`src/sv/fef_pkg.sv`:
```
// shared types, constants and helpers for the frequency extreme finder
package fef_pkg;

  localparam int TABLE_DEPTH = 256;
  localparam int COUNT_WIDTH = 16;
  localparam int VALUE_W     = 32;
  localparam int REPORT_W    = 16;

  localparam logic [COUNT_WIDTH-1:0] COUNT_MAX = '1;
  localparam logic [COUNT_WIDTH-1:0] COUNT_ONE = COUNT_WIDTH'(1);

  // request travelling down the chain, with the running winner for a last request
  typedef struct packed {
    logic                          vld;
    logic                          last;
    logic                          placed;
    logic signed [VALUE_W-1:0]     value;
    logic                          best_vld;
    logic signed [VALUE_W-1:0]     best_val;
    logic        [COUNT_WIDTH-1:0] best_cnt;
  } tok_t;

  function automatic logic [REPORT_W-1:0] sat_report(input logic [COUNT_WIDTH-1:0] cnt);
    logic [32:0] wide;
    wide = 33'(cnt);
    if (wide > 33'({REPORT_W{1'b1}})) begin
      return '1;
    end
    return wide[REPORT_W-1:0];
  endfunction

endpackage

```
`src/sv/fef_cell.sv`:
```
// one table entry of the chain: match or claim, then running winner and clear on last
module fef_cell
  import fef_pkg::*;
(
  input  logic clk,
  input  logic rst_n,
  input  logic en,
  input  logic sel_least,
  input  tok_t tok_i,
  output tok_t tok_o
);

  logic                          ent_vld_r, ent_vld_nxt;
  logic signed [VALUE_W-1:0]     ent_val_r, ent_val_nxt;
  logic        [COUNT_WIDTH-1:0] ent_cnt_r, ent_cnt_nxt;
  tok_t                          tok_r, tok_nxt;

  logic                          hit, claim, upd_vld, take;
  logic signed [VALUE_W-1:0]     upd_val;
  logic        [COUNT_WIDTH-1:0] upd_cnt;

  always_comb begin
    hit   = ent_vld_r && tok_i.vld && !tok_i.placed && (ent_val_r == tok_i.value);
    claim = !ent_vld_r && tok_i.vld && !tok_i.placed;

    upd_vld = ent_vld_r | claim;
    upd_val = claim ? tok_i.value : ent_val_r;
    if (claim) begin
      upd_cnt = COUNT_ONE;
    end else if (hit && ent_cnt_r != COUNT_MAX) begin
      upd_cnt = ent_cnt_r + COUNT_ONE;
    end else begin
      upd_cnt = ent_cnt_r;
    end

    // strict compare keeps the earlier entry on ties
    if (!tok_i.best_vld) begin
      take = upd_vld;
    end else if (sel_least) begin
      take = upd_vld && (upd_cnt < tok_i.best_cnt);
    end else begin
      take = upd_vld && (upd_cnt > tok_i.best_cnt);
    end

    tok_nxt        = tok_i;
    tok_nxt.placed = tok_i.placed | hit | claim;
    if (tok_i.vld && tok_i.last && take) begin
      tok_nxt.best_vld = 1'b1;
      tok_nxt.best_val = upd_val;
      tok_nxt.best_cnt = upd_cnt;
    end

    // the last request of a data set empties the entry behind it
    ent_vld_nxt = (tok_i.vld && tok_i.last) ? 1'b0 : upd_vld;
    ent_val_nxt = upd_val;
    ent_cnt_nxt = upd_cnt;
  end

  always_ff @(posedge clk) begin
    if (!rst_n) begin
      ent_vld_r <= 1'b0;
      tok_r     <= '0;
    end else if (en) begin
      ent_vld_r <= ent_vld_nxt;
      tok_r     <= tok_nxt;
    end
  end

  always_ff @(posedge clk) begin
    if (en) begin
      ent_val_r <= ent_val_nxt;
      ent_cnt_r <= ent_cnt_nxt;
    end
  end

  assign tok_o = tok_r;

endmodule

```
`config.mk`:
```
export PLATFORM = sky130hd
export DESIGN_NAME = fef_cell
export DESIGN_NICKNAME = d
export VERILOG_FILES = /design/src/sv/fef_pkg.sv /design/src/sv/fef_cell.sv
export SDC_FILE = /design/constraint.sdc
export NUM_CORES = 1
export LEC_CHECK = 0
export BUFFER_PORTS_ARGS = -buffer_cell sky130_fd_sc_hd__buf_2
export CORE_ASPECT_RATIO = 1.4
export CORE_MARGIN = 1
export CORE_UTILIZATION = 40
export CTS_CLUSTER_SIZE = 14
export DETAILED_ROUTE_END_ITERATION = 16
export PLACE_DENSITY = 0.73
export RECOVER_POWER = 25
export SYNTH_ARGS = -nofsm -noshare
export SYNTH_HDL_FRONTEND = slang
export SYNTH_SLANG_ARGS = --single-unit
```
`constraint.sdc`:
```
create_clock -name clk -period 6.5 [get_ports clk]
set_input_delay 0.65 -clock clk [delete_from_list [all_inputs] [get_ports clk]]
set_output_delay 0.65 -clock clk [all_outputs]
set_load 0.005 [all_outputs]
```
After elaboration in Yosys (flattened, before gate mapping)
Index checks and enable logic that the tools add are counted.
- bits in registers: 133
- input port bits: 88
- word-level logic and storage cells: 37
- add/sub/neg operators: 1
- magnitude comparators: 2
- eq/ne operators: 2
- multiplexer cells: 7
- bitwise logic cells: 3
- reductions and logical operators: 12
- operator list (cell ; number):
    two-way mux 49 bit ; 1
    == test 32 bit ; 1
    two-way mux 16 bit ; 2
    two-way mux 32 bit ; 1
    adder 16 x 1 -> 16 bit, second input constant ; 1
    > comparator 16 bit ; 1
    < comparator 16 bit ; 1
    inequality test 16 bit, second input constant ; 1
    logical AND 1 bit ; 10
    two-way mux 1 bit ; 3
    OR 1 bit ; 3
    zero test 1 bit ; 2

Longest topological paths before layout
- depth in word-level cells: 12
- mapped depth: 19
- mapped depth without buffers: 16

Least setup slack after synthesis
Ideal clock, no wire load.
- kind: input to register
- from: input tok_i[67] in the netlist's numbering
- to: register tok_r (netlist bit tok_o[16])
- setup time: 0.079 ns
- data arrival time: 4.704 ns
- slack: 1.717 ns
- stages: 16
- path buffers: 3
- cells stage by stage: xor2_1 > or4_1 > or4_1 > clkbuf_2 > or3_1 > or3_1 > a21oi_1 > ha_1 > nand4_1 > a2111o_1 > a41o_1 > o21ai_0 > clkbuf_1 > clkbuf_1 > nand4_1 > o211ai_1
- longest elaborated chain between the ends: 11
- ends and longest elaborated chain (item ; RTL line ; RTL):
    start, declared ; fef_cell.sv:9 ; input tok_t tok_i,
    == test 32 bit (*) ; fef_cell.sv:23 ; hit = ent_vld_r && tok_i.vld && !tok_i.placed && (ent_val_r == tok_i.value);
    logical AND 1 bit (*) ; fef_cell.sv:23 ;
    logical AND 1 bit (*) ; fef_cell.sv:30 ; end else if (hit && ent_cnt_r != COUNT_MAX) begin
    two-way mux 16 bit (*) ; fef_cell.sv:30 ;
    two-way mux 16 bit (*) ; fef_cell.sv:28 ; if (claim) begin
    named net ent_cnt_nxt[15] ; fef_cell.sv:15 ; logic [COUNT_WIDTH-1:0] ent_cnt_r, ent_cnt_nxt;
    > comparator 16 bit / < comparator 16 bit (equally long branches) ; fef_cell.sv:42, fef_cell.sv:40 ;
    logical AND 1 bit, on equally long branches ; fef_cell.sv:42, fef_cell.sv:40 ;
    two-way mux 1 bit (*) ; fef_cell.sv:39 ; end else if (sel_least) begin
    two-way mux 1 bit (*) ; fef_cell.sv:37 ; if (!tok_i.best_vld) begin
    logical AND 1 bit (*) ; fef_cell.sv:47 ; if (tok_i.vld && tok_i.last && take) begin
    two-way mux 49 bit (*) ; fef_cell.sv:47 ;
    end signal, assigned ; fef_cell.sv:65 ; tok_r <= tok_nxt;
    end, declared ; fef_cell.sv:16 ; tok_t tok_r, tok_nxt;
Mark *: on every way through the listed nets, which the timed path passes. The rest lies on a longest branch.
A chain may end at the register's enable or synchronous reset.

==> metrics.csv <==
stage;metric;value;unit
outcome;outcome;finished, violations left;
outcome;violations;capacitance limit, slew limit;
route;drtIter0Drc;463;
die;die_y;158.6;um
final_layout;fin_util;0.5018;
synth;syn_avg_cell_area;9.291;um2
setup_path;critPathArrivalTime;5.47;ns
synth;synth_most_common_cell;nand2_1;
final_layout;n_antenna_cell;0;
clocking;tritoncts;built;
grt;grt_max_degree;95;
synth;synth_common_cells;nand2_1 (121), dfxtp_1 (85), edfxtp_1 (48), clkbuf_1 (46);
clocking;clk_pin_slew;0.06;ns
sta;slew_violations;95;
grt;grt_pass1_vias;5761;
die;rows;56;
power;cellLeakagePower;3.657;nW
sta;skew;0.01410;ns
power;total_power;2.192;mW
clocking;cts_hold_buf;0;
route;avgViaCountPerCell;5.443;
synth;yosysTopAreaCell;dfxtp_1;
grt;grtUsageTotal;0.2207;
setup_path;crit_start;en;
placement;place_congestion;0.8434;
route;drc;0;
setup_path;rrSetupSlack;1.41;ns
placement;portBuffers;171;
sta;final-setup-viol-count;0;
sta;max_clock_freq;193.9;MHz
synth;synth_warnings;0;
synth;ys.flop_type;dfxtp_1;
grt;met3_usage;0.04758;
setup_path;reg2reg_depth;15;
final_layout;stdcell_count;1138;
clocking;clk_latency;0.42;ns
die;dieArea;18050;um2
sta;finalHoldViolCount;0;
sta;finalWorstSetupSlack;1.342;ns
final_layout;drive_gt1_frac;0.2307;
grt;top_usage_layer;met2;
clocking;cts_inserted_buffers;17;
placement;dp.cells;1106;
setup_path;timing.rr.end;tok_o[30];
die;start_util;0.4131;
final_layout;fin_area;8508;um2
grt;grt_pass1_wl;30.08;mm
route;vias;6194;
setup_path;r2r-start;ent_val_r[18];
worst_hold_path;holdPathStages;1;
route;wire_per_inst;17.32;um
run;drv_cap;1;
clocking;cts.path.max_buffers;2;
synth;yosys-top-cells-area;dfxtp_1 (24%), edfxtp_1 (21%), nand2_1 (6.5%);
setup_path;crit_fanout;94;
grt;met1_usage;0.2468;
route;wl;19.71;mm
placement;place_ws;1.189;ns
grt;grt_antenna_before_repair;1;
setup_path;worstSetupPathType;primary input to flip-flop;
route;ant_nets;0;
synth;ys_ff_latch;133;
power;ir_drop;0.1367;mV
grt;grt_use_met2;0.3847;
clocking;root_buffer;clkbuf_16;
power;power_density;257.7;nW/um2
sta;worstMarginPinSlew;4.794;ns
synth;synth_seq_area_share;0.4487;
clocking;cts.sinks;133;
worst_hold_path;hold_class;flip-flop to flip-flop;
synth;synth_top_area_frac;0.2429;
synth;synthArstFlopShare;0;
final_layout;area_delta_synth_final;21.45;%
synth;syn_inst;754;
route;drtPass1Iterations;5;
synth;syn-cell-area;7005;um2
synth;synth_nets;859;
die;ios;172;
sta;slew_headroom;-2.196;
clocking;cts_resized;0;
sta;holdWs;0.4798;ns
clocking;htree_levels;4;
sta;final.setup.tns;0;ns
setup_path;cp-start-kind;primary input;
placement;dpl-instance-area;7971;um2
placement;hpwlAfterDp;14.26;mm
final_layout;num-fill-cells;1646;
sta;fin_crit_sh;0.7936;
grt;grt_overflow;0;
clocking;postCtsSetupBuffers;0;
setup_path;critical_path.endpoint_type;flip-flop;
die;core;16960;um2
sta;rsz0062_at_grt;no;
setup_path;cp.required;6.81;ns
synth;synthDistinctLibCells;49;
final_layout;finalNetCount;998;
die;die_w;113.8;um
setup_path;crit_end;tok_o[81];
synth;synth-edff-count;48;
sta;layout_min_cycle_time;5.158;ns
-- flip-flops by register name, summed over array words and instances (netlist names) --
| signal | count |
|---|---|
| tok_o | 84 |
| ent_val_r | 32 |
| ent_vld_r | 1 |
| ent_cnt_r | 16 |
-- per-layer routing --
metal | vias up | routed length, um
li1 | 3037 | -
met1 | 2922 | 7708
met2 | 190 | 10070
met3 | 45 | 946
met4 | 0 | 986
met5 | - | 0
-- final cells by class --
| cell class | instances | area, um2 | area share |
|---|---|---|---|
| Multi-Input combinational cell | 541 | 3513 | 0.4129 |
| Timing Repair Buffer | 178 | 923.4 | 0.1085 |
| Sequential cell | 133 | 3143 | 0.3694 |
| Tap cell | 232 | 290.3 | 0.03412 |
| Clock inverter | 15 | 130.1 | 0.01529 |
| Inverter | 22 | 82.58 | 0.009706 |
| Clock buffer | 17 | 425.4 | 0.05000 |
-- power by group --
group	switching, mW	internal (mW)
Sequential	0.0362	0.930
Combinational	0.186	0.131
Clock	0.381	0.527
-- layout by cell type (no fill, tap or decap), types with 4 or more instances in the layout --
cell type / count
clkbuf_1: 10
buf_4: 6
a31oi_1: 9
nand2_1: 121
inv_1: 22
a21oi_1: 20
buf_2: 160
nor2b_1: 34
o21ai_0: 23
xor2_1: 27
or4_1: 5
ha_1: 17
nand3b_1: 35
nor2_1: 9
nor4_1: 15
dfxtp_1: 85
edfxtp_1: 48
nand4_1: 42
and4_1: 4
a211o_1: 8
o31ai_1: 5
o211ai_1: 33
or3_1: 9
mux2i_1: 42
xnor2_1: 6
clkbuf_16: 17
nand3_1: 42
clkinvlp_4: 4
-- worst min-delay path by stage --
stage	slack, ns	to	startpoint
3_5_place_dp	0.47	tok_o[83]	tok_o[83]
3_3_place_gp	0.46	tok_o[81]	tok_o[81]
2_1_floorplan	0.47	tok_o[83]	tok_o[83]
4_1_cts	0.47	tok_o[26]	tok_i[26]
6_report	0.48	tok_o[81]	tok_o[81]
5_1_grt	0.49	tok_o[40]	tok_i[40]
-- cell families after synthesis --
kind of cell,synth area share
mux,0.06162
compound gates,0.1048
simple gates,0.2602
flops,0.4487
xor+xnor,0.04126
fa+ha+maj,0.03036
buf+inv,0.05304
-- critical path, stage by stage --
cell and delay, ns:
clkbuf_1 3.29, buf_4 0.93, nor3b_1 0.25, o21ai_0 0.14
o211a_1 0.12
No activity file was read; power rests on OpenSTA's default activity.
